<file path="config.mk">
export PLATFORM = sky130hd
export DESIGN_NAME = ffha_ctrl
export DESIGN_NICKNAME = d
export VERILOG_FILES = /design/src/ffha_pkg.sv /design/src/ffha_ctrl.sv
export SDC_FILE = /design/constraint.sdc
export NUM_CORES = 1
export LEC_CHECK = 0
export BUFFER_PORTS_ARGS = -buffer_cell sky130_fd_sc_hd__buf_2
export CORE_MARGIN = 2
export CORE_UTILIZATION = 47
export CTS_CLUSTER_SIZE = 10
export DETAILED_ROUTE_END_ITERATION = 10
export PLACE_DENSITY = 0.77
export SLEW_MARGIN = 10
export SYNTH_ARGS = -nofsm -noshare
export SYNTH_HDL_FRONTEND = slang
export SYNTH_SLANG_ARGS = --single-unit
export TNS_END_PERCENT = 100
</file>
<file path="constraint.sdc">
create_clock -name clk -period 4.5 [get_ports clk]
set_input_delay 0 -clock clk [delete_from_list [all_inputs] [get_ports clk]]
set_output_delay 0 -clock clk [all_outputs]
set_load 0.02 [all_outputs]
</file>
<file path="src/ffha_pkg.sv">
// Shared types and constants for the first-fit heap allocator.
// Used by the header RAM, the walk controller and the top level.
`default_nettype none
package ffha_pkg;

    // Word positions carry enough bits to step past the largest pool by one block.
    localparam int POS_W = 18;
    localparam int HDR_W = 17;

    localparam logic [1:0] CMD_INIT  = 2'd0;
    localparam logic [1:0] CMD_ALLOC = 2'd1;
    localparam logic [1:0] CMD_FREE  = 2'd2;
    localparam logic [1:0] CMD_QUERY = 2'd3;

    localparam logic REG_POOL_WORDS = 1'b0;

    typedef struct packed {
        logic             rd;
        logic [POS_W-1:0] raddr;
        logic             wr;
        logic [POS_W-1:0] waddr;
        logic [HDR_W-1:0] wdata;
    } hdr_req_t;

    typedef struct packed {
        logic        ok;
        logic [11:0] payload_offset;
        logic [15:0] largest_bytes;
    } res_t;

endpackage
`default_nettype wire

</file>
<file path="src/ffha_ctrl.sv">
// Walk controller: runs init, allocate, free and query over the header RAM.
// Depends on ffha_pkg; drives ffha_hdr_ram through a request struct.
`default_nettype none
module ffha_ctrl
    import ffha_pkg::*;
#(
    parameter int POOL_WORDS   = 4096,
    parameter int HEADER_WORDS = 1,
    parameter int WORD_BYTES   = 8
)
(
    input  wire logic             clk,
    input  wire logic             rst_n,
    input  wire logic             in_valid,
    input  wire logic [1:0]       cmd,
    input  wire logic [15:0]      request_bytes,
    input  wire logic [11:0]      block_offset,
    input  wire logic [12:0]      pool_words,
    output logic                  idle,
    output logic                  done,
    output res_t                  res,
    input  wire logic             res_take,
    output hdr_req_t              req,
    input  wire logic [HDR_W-1:0] rdata_raw
);
    localparam int WBL = $clog2(WORD_BYTES);
    localparam logic [POS_W-1:0] POOL_POS  = POS_W'(POOL_WORDS);
    localparam logic [POS_W-1:0] HW_POS    = POS_W'(HEADER_WORDS);
    localparam logic [HDR_W-1:0] HW_HDR    = HDR_W'(HEADER_WORDS);
    localparam logic [POS_W-1:0] MIN_POOL  = POS_W'(2 * HEADER_WORDS + 2);
    localparam logic [HDR_W-1:0] MIN_SPLIT = HDR_W'(HEADER_WORDS + 1);

    localparam logic [3:0] S_IDLE      = 4'd0;
    localparam logic [3:0] S_INIT2     = 4'd1;
    localparam logic [3:0] S_CUR_WAIT  = 4'd2;
    localparam logic [3:0] S_NXT_WAIT  = 4'd3;
    localparam logic [3:0] S_EVAL      = 4'd4;
    localparam logic [3:0] S_HDR_WR    = 4'd5;
    localparam logic [3:0] S_FREE_WAIT = 4'd6;
    localparam logic [3:0] S_DONE      = 4'd7;

    logic [3:0]       state_reg, state_next;
    logic [1:0]       cmd_reg, cmd_next;
    logic [HDR_W-1:0] words_reg, words_next;
    logic [POS_W-1:0] pos_reg, pos_next;
    logic [POS_W-1:0] nxt_reg, nxt_next;
    logic [HDR_W-1:0] cur_reg, cur_next;
    logic [15:0]      best_reg, best_next;
    logic             oob_reg, oob_next;
    res_t             res_reg, res_next;

    logic [HDR_W-1:0]  rdata;
    logic [POS_W-1:0]  cur_ext, mag_cur, adv_pos, rd_ext, nn_pos, pw_pos, first_pos;
    logic [HDR_W-1:0]  merged, rest, in_words;
    logic [16+WBL-1:0] best_bytes;
    logic              cur_pos, fit;

    always_ff @(posedge clk or negedge rst_n)
    begin
        if (!rst_n)
        begin
            state_reg <= S_IDLE;
            oob_reg   <= 1'b0;
        end
        else
        begin
            state_reg <= state_next;
            oob_reg   <= oob_next;
        end
    end

    always_ff @(posedge clk)
    begin
        cmd_reg   <= cmd_next;
        words_reg <= words_next;
        pos_reg   <= pos_next;
        nxt_reg   <= nxt_next;
        cur_reg   <= cur_next;
        best_reg  <= best_next;
        res_reg   <= res_next;
    end

    always_comb
    begin
        // Positions at or beyond the pool read as an end marker.
        rdata      = oob_reg ? '0 : rdata_raw;
        cur_ext    = {cur_reg[HDR_W-1], cur_reg};
        mag_cur    = cur_reg[HDR_W-1] ? POS_W'(-cur_ext) : cur_ext;
        adv_pos    = pos_reg + mag_cur + HW_POS;
        rd_ext     = {rdata[HDR_W-1], rdata};
        nn_pos     = nxt_reg + rd_ext + HW_POS;
        merged     = cur_reg + rdata + HW_HDR;
        cur_pos    = (cur_reg != '0) && !cur_reg[HDR_W-1];
        fit        = (cmd_reg == CMD_ALLOC) && cur_pos && (cur_reg >= words_reg);
        rest       = cur_reg - words_reg;
        best_bytes = {best_reg, {WBL{1'b0}}};
        in_words   = ({1'b0, request_bytes} + HDR_W'(WORD_BYTES - 1)) >> WBL;
        pw_pos     = POS_W'(pool_words);
        if (pw_pos < MIN_POOL)
        begin
            pw_pos = MIN_POOL;
        end
        if (pw_pos > POOL_POS)
        begin
            pw_pos = POOL_POS;
        end
        first_pos  = pw_pos - POS_W'(2 * HEADER_WORDS);

        state_next = state_reg;
        cmd_next   = cmd_reg;
        words_next = words_reg;
        pos_next   = pos_reg;
        nxt_next   = nxt_reg;
        cur_next   = cur_reg;
        best_next  = best_reg;
        oob_next   = oob_reg;
        res_next   = res_reg;
        req        = '0;

        unique case (state_reg)
            S_IDLE:
            begin
                if (in_valid)
                begin
                    cmd_next   = cmd;
                    words_next = in_words;
                    best_next  = '0;
                    res_next   = '{ok: 1'b1, payload_offset: '0, largest_bytes: '0};
                    pos_next   = '0;
                    unique case (cmd)
                        CMD_INIT:
                        begin
                            req.wr     = 1'b1;
                            req.waddr  = '0;
                            req.wdata  = HDR_W'(first_pos);
                            pos_next   = first_pos + HW_POS;
                            state_next = S_INIT2;
                        end
                        CMD_FREE:
                        begin
                            if (block_offset < 12'(HEADER_WORDS))
                            begin
                                state_next = S_DONE;
                            end
                            else
                            begin
                                pos_next   = POS_W'(block_offset - 12'(HEADER_WORDS));
                                req.raddr  = POS_W'(block_offset - 12'(HEADER_WORDS));
                                req.rd     = req.raddr < POOL_POS;
                                oob_next   = !req.rd;
                                state_next = S_FREE_WAIT;
                            end
                        end
                        default:
                        begin
                            if (cmd == CMD_ALLOC && in_words == '0)
                            begin
                                res_next.ok = 1'b0;
                                state_next  = S_DONE;
                            end
                            else
                            begin
                                req.rd     = 1'b1;
                                req.raddr  = '0;
                                oob_next   = 1'b0;
                                state_next = S_CUR_WAIT;
                            end
                        end
                    endcase
                end
            end
            S_INIT2:
            begin
                req.wr     = 1'b1;
                req.waddr  = pos_reg;
                req.wdata  = '0;
                state_next = S_DONE;
            end
            S_CUR_WAIT:
            begin
                cur_next = rdata;
                if (rdata == '0)
                begin
                    if (cmd_reg == CMD_ALLOC)
                    begin
                        res_next.ok = 1'b0;
                    end
                    else if (best_bytes[16+WBL-1:16] != '0)
                    begin
                        res_next.largest_bytes = 16'hFFFF;
                    end
                    else
                    begin
                        res_next.largest_bytes = best_bytes[15:0];
                    end
                    state_next = S_DONE;
                end
                else if (!rdata[HDR_W-1])
                begin
                    // Free block: look at the block behind it for merging.
                    nxt_next   = pos_reg + rd_ext + HW_POS;
                    req.raddr  = pos_reg + rd_ext + HW_POS;
                    req.rd     = req.raddr < POOL_POS;
                    oob_next   = !req.rd;
                    state_next = S_NXT_WAIT;
                end
                else
                begin
                    state_next = S_EVAL;
                end
            end
            S_NXT_WAIT:
            begin
                if (rdata != '0 && !rdata[HDR_W-1])
                begin
                    req.wr    = 1'b1;
                    req.waddr = pos_reg;
                    req.wdata = merged;
                    cur_next  = merged;
                    nxt_next  = nn_pos;
                    if (merged != '0 && !merged[HDR_W-1])
                    begin
                        req.raddr = nn_pos;
                        req.rd    = nn_pos < POOL_POS;
                        oob_next  = !req.rd;
                    end
                    else
                    begin
                        state_next = S_EVAL;
                    end
                end
                else
                begin
                    state_next = S_EVAL;
                end
            end
            S_EVAL:
            begin
                if (fit)
                begin
                    if (rest < MIN_SPLIT)
                    begin
                        words_next = cur_reg;
                    end
                    else
                    begin
                        req.waddr = pos_reg + HW_POS + POS_W'(words_reg);
                        req.wr    = req.waddr < POOL_POS;
                        req.wdata = rest - HW_HDR;
                    end
                    state_next = S_HDR_WR;
                end
                else
                begin
                    if (cmd_reg == CMD_QUERY && cur_pos && cur_reg[15:0] > best_reg)
                    begin
                        best_next = cur_reg[15:0];
                    end
                    pos_next   = adv_pos;
                    req.raddr  = adv_pos;
                    req.rd     = adv_pos < POOL_POS;
                    oob_next   = !req.rd;
                    state_next = S_CUR_WAIT;
                end
            end
            S_HDR_WR:
            begin
                req.wr     = 1'b1;
                req.waddr  = pos_reg;
                req.wdata  = HDR_W'(-words_reg);
                res_next.payload_offset = 12'(pos_reg + HW_POS);
                state_next = S_DONE;
            end
            S_FREE_WAIT:
            begin
                req.wr     = !oob_reg;
                req.waddr  = pos_reg;
                req.wdata  = HDR_W'(-rdata);
                state_next = S_DONE;
            end
            S_DONE:
            begin
                if (res_take)
                begin
                    state_next = S_IDLE;
                end
            end
            default:
            begin
                state_next = S_IDLE;
            end
        endcase
    end

    assign idle = (state_reg == S_IDLE);
    assign done = (state_reg == S_DONE);
    assign res  = res_reg;
endmodule
`default_nettype wire

</file>
==> flow_summary.ini, run 1 <==
[power_and_ir_drop]
vdd_drop_max_mv = 0.5714
p_leak_nw = 7.408
power.density_nw_per_um2 = 795.5

[floorplan]
io_pins = 150
initial_utilization_pct = 47.97
rows = 63
die_h_um = 178.4
core_um2 = 29800
dieWidth_um = 178.4
die_area_um2 = 31820

[final_layout]
syn_to_final_growth_pct = 19.74
diodes = 0
largest_register_ffs = 27
finalNetCount = 2172
drive_gt1_share_pct = 18.62
fin_util_pct = 57.44

[timing]
fin_crit_sh_pct = 104.6
fin_ws_ns = -0.2081
finalSetupViolations = 3
relSlewSlack_pct = 35.34
drv_slew = 0
timing.hold.ws_ns = 0.01456
rsz0062_at_grt = true
hold_violations = 0
skew_ns = 0.01550
worst_slew_pin_slew_ns = 0.9565
fmax_mhz = 212.4
layout_min_cycle_time_ns = 4.708

[cts]
cts-root-buf = clkbuf_16
cts_tree = yes
clkLatencyLatePin_ns = 0.44
clkTransAtPathRegs_ns = 0.07
cts_buffers = 17
clockBufferDepth = 2
clock_sinks = 119
h-tree-depth = 4

[synth]
synth.distinct_cells = 89
postSynthAreaPerCell_um2 = 8.145
ys_seq_area_share_pct = 24.86
ys_warn_count = 0
yosysTopAreaCellShare_pct = 24.16
yosysTopAreaCell = edfxtp_1
netlist_area_um2 = 14290
syn_nets = 1953
syn_inst = 1755
yosys-top-cells-area = edfxtp_1 (24%), ha_1 (11%), xnor2_1 (6.3%), nand2_1 (4.7%), o21ai_0 (4.4%)
ys_ff_latch = 119
synth_edf_count = 115
synthFlopType = edfxtp_1
async_flop_share_pct = 3.361

[worst_hold_path]
hp-class = in2reg
whs_path_depth = 3

[global_routing]
grt_pass1_vias = 14510
grt-ovfl-total = 0
grt_pass1_wl_um = 84200
grt_max_degree = 43
grtUsageTotal_pct = 35.29
antenna_found_initial = 0

[routing]
routed_via_density = 6.653
first_pass_iters = 10
first_iter_violations = 1879
drc = 0
wirelength_um = 57890
ant_nets = 0
wire_per_inst_um = 24.35
num_vias = 15810

[place]
dp_hpwl_um = 45070
gp_congestion = 1.022
post-place-ws_ns = 0.02714
port_buffers = 149

[setup_path]
critPathSlowestCell = edfxtp_1
cp_common_cell = or3_4
cp_cell_sequence = or3_4 -> or3_4 -> or3_4 -> o31ai_4 -> xnor2_1 -> ha_1 -> and4_4 -> and2_4 -> a22o_1 -> a221oi_2 -> nor2b_4 -> xnor2_2 -> o41ai_2 -> a41oi_1 -> nand2_1 -> buf_6
cp_max_fo = 5
worstSetupPathDepth = 16
crit_start = cur_reg[0]
worstReg2RegEnd = oob_reg
crit_path_start_kind = flop
cp-endpoint = req[54]
critical_path_class = reg2out
cp.buffers_inverters = 1
end_kind = output pin
arrival_ns = 4.71
r2r_slack_ns = 0.27
worstPathRequired_ns = 4.50
cpPeakStageDelay_ns = 0.41
reg2reg_depth = 15
critPathTopFamily = simple AND/OR/NAND/NOR gates
reg2reg_from = cur_reg[0]

[status]
violations = negative setup slack
outcome = complete, but fails checks

[flow_run]
cap_violations = 0
cell families after synthesis:
| kind of cell | Yosys count | share of synthesized area [%] |
|---|---|---|
| mux | 9 | 0.6565 |
| buf+inv | 147 | 4.070 |
| compound gates | 546 | 25.81 |
| xor+xnor | 165 | 10.11 |
| fa+ha+maj | 134 | 12.04 |
| flops | 119 | 24.86 |
| simple gates | 635 | 22.45 |
worst min path at each step:
stage                            startpoint       endpoint
after floorplan                       rst_n        oob_reg
after CTS                 request_bytes[11]   words_reg[8]
after global placement                rst_n   state_reg[2]
after global routing      request_bytes[13]  words_reg[10]
final                     request_bytes[13]  words_reg[10]
after detailed placement              rst_n   state_reg[2]
stage by stage:
stage / cell area, um^2 / total power [mW] / TNS, ns / cells
after floorplan: 14290 / 8.137 / 0 / 1755
after global placement: 15940 / 11.09 / 0 / 2318
after detailed placement: 15940 / 11.21 / 0 / 2318
after CTS: 16720 / 12.85 / -0.09068 / 2362
after global routing: 17120 / 14.21 / -0.8473 / 2377
final: 17120 / 13.61 / -0.3125 / 2377
layer usage:
layer | global-route usage (%) | part of all wire (%)
met1 | 45.56 | 38
met2 | 56.23 | 44
met3 | 6.010 | 12
met4 | 19.14 | 6.8
met5 | 0 | 0
report_power, final:
| part | internal, mW | switching, mW | total, mW | leakage (nW) |
|---|---|---|---|---|
| logic | 3.73 | 6.28 | 10.0 | 6.01 |
| registers | 1.78 | 0.404 | 2.18 | 1.12 |
| clock network | 0.743 | 0.681 | 1.42 | 0.285 |
| total | 6.25 | 7.37 | 13.6 | 7.41 |
cell usage after synthesis (7+ instances only):
cell	number
clkbuf_1	49
and2_1	29
xnor2_1	103
and4_1	7
ha_1	128
or4_1	8
o221ai_1	16
nor2_1	117
o21bai_1	9
o31ai_1	18
inv_1	83
o211ai_1	11
nand3_1	40
a31oi_1	13
a21o_1	53
a22o_1	9
nor3_1	52
o21ai_0	127
a221o_1	8
nor2b_1	37
or2_2	11
o22ai_1	20
a211oi_1	23
a22oi_1	10
nand4_1	17
nand2b_1	25
nand2_1	178
nand3b_1	7
and3_1	38
nor4_1	24
xor2_1	62
a21oi_1	124
or3_1	28
edfxtp_1	115
o21a_1	28
area by class of cell:
type                    instances  area [um^2]
inverters                      84        315.3
repair buffers                263         1725
well taps                     390        488.0
fillers                      2762        12680
clock inverters                15        155.1
clock buffers                  17        425.4
multi-input cells            1489        10450
flip-flops and latches        119         3553
what timing repair did:
| action | in CTS | in global routing |
|---|---|---|
| gates cloned | 0 | 1 |
| pin swaps | 7 | 13 |
| hold buffers | 8 | 0 |
| setup buffers | 4 | 14 |
| resized for setup | 22 | 60 |
| endpoints found under the hold margin | 10 | 0 |
| endpoints found under the setup margin | 27 | 46 |
layout by cell type (no fill, tap or decap), types with 38 or more instances in the layout:
master	Yosys	routed
ha_1	128	127
edfxtp_1	115	115
a21o_1	53	53
nor2_1	117	116
o21ai_0	127	119
xnor2_1	103	100
nand2_1	178	177
nand3_1	40	40
a21oi_1	124	118
buf_4	4	104
nor3_1	52	52
inv_1	83	82
buf_2	6	140
and3_1	38	38
xor2_1	62	60
tightest hold or removal path, delay by kind of cell:
family / cells / cell delay, ns
buf+inv: 1 / 0.12
xor+xnor: 1 / 0.12
compound gates: 1 / 0.11
Power figures use the tool's default switching activity.
==> inputs of run 2 (changes only) <==
- PLACE_DENSITY: 0.77 -> not set
- PLACE_DENSITY_LB_ADDON: not set -> 0.25
- RECOVER_POWER: not set -> 50
==> run 2 against run 1 <==
Net effect: the run still ends with negative setup slack left; critical path depth is the same; count of clock-buffer cells in the layout is the same; maximum frequency grew 3.5%; wire length shrank 2.8%; hold slack lost 0.0023 ns; non-clock buffer count shrank 9; core utilization shrank 0.81 points; die area is the same; critical path type unchanged.
==> flow_summary.ini, run 2 (synthesis results as in run 1) <==
[power_and_ir_drop]
total_power_mw = 13.34
p_leak_nw = 7.197
power.density_nw_per_um2 = 790.5
vdd_drop_max_mv = 0.5529

[status]
violations = negative setup slack
outcome = complete, but fails checks

[setup_path]
critPathSlowestCell = o41ai_2
cp_common_cell = or3_4
worstReg2RegEnd = oob_reg
worstSetupPathDepth = 16
cp_max_fo = 4
crit_start = cur_reg[2]
worstPathRequired_ns = 4.50
cp_cell_sequence = or3_4 -> or3_4 -> or3_4 -> o31ai_4 -> xnor2_1 -> ha_1 -> nand2_1 -> a2bb2oi_2 -> o211ai_1 -> a21oi_1 -> xor2_1 -> nand4_1 -> o41ai_2 -> a41oi_2 -> nand2_1 -> buf_6
end_kind = output pin
critical_path_class = reg2out
cp.buffers_inverters = 1
cpPeakStageDelay_ns = 0.44
crit_path_start_kind = flop
r2r_slack_ns = 0.25
critPathTopFamily = simple AND/OR/NAND/NOR gates
reg2reg_depth = 16
arrival_ns = 4.55
cp-endpoint = req[54]
reg2reg_from = cur_reg[2]

[timing]
worst_slew_pin_slew_ns = 1.360
finalSetupViolations = 1
hold_violations = 0
fin_ws_ns = -0.05082
layout_min_cycle_time_ns = 4.551
rsz0062_at_grt = true
drv_slew = 0
skew_ns = 0.01179
fmax_mhz = 219.7
relSlewSlack_pct = 9.302
fin_crit_sh_pct = 101.1

[final_layout]
final_cell_area_um2 = 16870
final_common_cell = nand2_1
instances_no_fill = 2371
drive_gt1_share_pct = 15.77
syn_to_final_growth_pct = 18.05
finalNetCount = 2163
final_cell_mix = nand2_1 (177), ha_1 (126), a21oi_1 (122)
fin_util_pct = 56.63
largest_register_ffs = 27
fill_cells = 2806

[floorplan]
initial_utilization_pct = 47.97
die_area_um2 = 31820
dieWidth_um = 178.4
die_h_um = 178.4
rows = 63
core_um2 = 29800
io_pins = 150

[routing]
first_iter_violations = 1724
routed_via_density = 6.397
first_pass_iters = 7
wirelength_um = 56270
wire_per_inst_um = 23.73
ant_nets = 0
drc = 0
num_vias = 15170

[global_routing]
grt_pass1_wl_um = 82860
grt_pass1_vias = 14180
grt-ovfl-total = 0
antenna_found_initial = 1
grt_max_degree = 43
grtUsageTotal_pct = 34.88

[cts]
clkTransAtPathRegs_ns = 0.07
h-tree-depth = 4
clock_sinks = 119
cts-root-buf = clkbuf_16
clockBufferDepth = 2
cts_buffers = 17
cts_tree = yes
clkLatencyLatePin_ns = 0.43

[place]
gp_congestion = 1.017
dp_hpwl_um = 44820
place_area_um2 = 15890
dp_cells = 2312
post-place-ws_ns = 0.1731
port_buffers = 149

[flow_run]
cap_violations = 0

[worst_hold_path]
hp-class = in2reg
[run 2: final cells by class]
| type | count | area, um^2 | share of cell area, % |
|---|---|---|---|
| Multi-Input combinational cell | 1489 | 10390 | 61.56 |
| Tap cell | 390 | 488.0 | 2.892 |
| Clock inverter | 15 | 178.9 | 1.060 |
| Inverter | 84 | 315.3 | 1.869 |
| Timing Repair Buffer | 254 | 1518 | 8.995 |
| Sequential cell | 119 | 3553 | 21.06 |
| Antenna cell | 3 | 7.507 | 0.04449 |
| Clock buffer | 17 | 425.4 | 2.521 |
[run 2: timing repair]
| action | CTS | global route |
|---|---|---|
| endpoints found under the hold margin | 8 | 0 |
| setup buffers | 5 | 13 |
| setup endpoints to repair | 15 | 53 |
| gates resized for setup | 15 | 44 |
| hold buffers | 6 | 0 |
| pin swaps | 8 | 26 |
[run 2: per-layer routing]
layer / track usage [%] / share of wire (%) / vias to the layer above
li1: - / - / 7002
met1: 46.05 / 40 / 7149
met2: 55.29 / 44 / 850
met3: 5.264 / 9.7 / 166
met4: 17.95 / 5.7 / 0
met5: 0 / 0 / -
[run 2: worst register-to-register path, delay by kind of cell (launching register included)]
family	cells	cell delay, ns
AND/OR/NAND/NOR	5	1.46
AO/OA/AOI/OAI	7	1.39
XOR/XNOR	2	0.43
flip-flops	1	0.39
adder cells (fa/ha/maj)	1	0.31
buffers and inverters	1	0.17
[run 2: per-stage QoR]
step | setup TNS (ns) | hold WS (ns)
global placement | 0 | -0.1580
detailed placement | 0 | -0.1555
global route | -0.3510 | 0.01949
CTS | -0.1059 | 0.0001212
floorplan | 0 | -0.2956
finish | -0.05082 | 0.01221
[run 2: how the worst min path moves through the flow]
stage                                to  depth (start not counted)              start  slack [ns]
final                     words_reg[10]                          3  request_bytes[13]        0.01
after global routing      words_reg[10]                          3  request_bytes[13]        0.02
after CTS                  words_reg[6]                          3   request_bytes[9]      0.0001
after detailed placement        oob_reg                          1              rst_n       -0.16
after global placement          oob_reg                          1              rst_n       -0.16
after floorplan                 oob_reg                          0              rst_n       -0.30
[run 2: power by group]
| group | total [mW] | switching (mW) | internal [mW] |
|---|---|---|---|
| Clock | 1.43 | 0.632 | 0.797 |
| Sequential | 2.20 | 0.421 | 1.78 |
| Combinational | 9.71 | 6.05 | 3.66 |
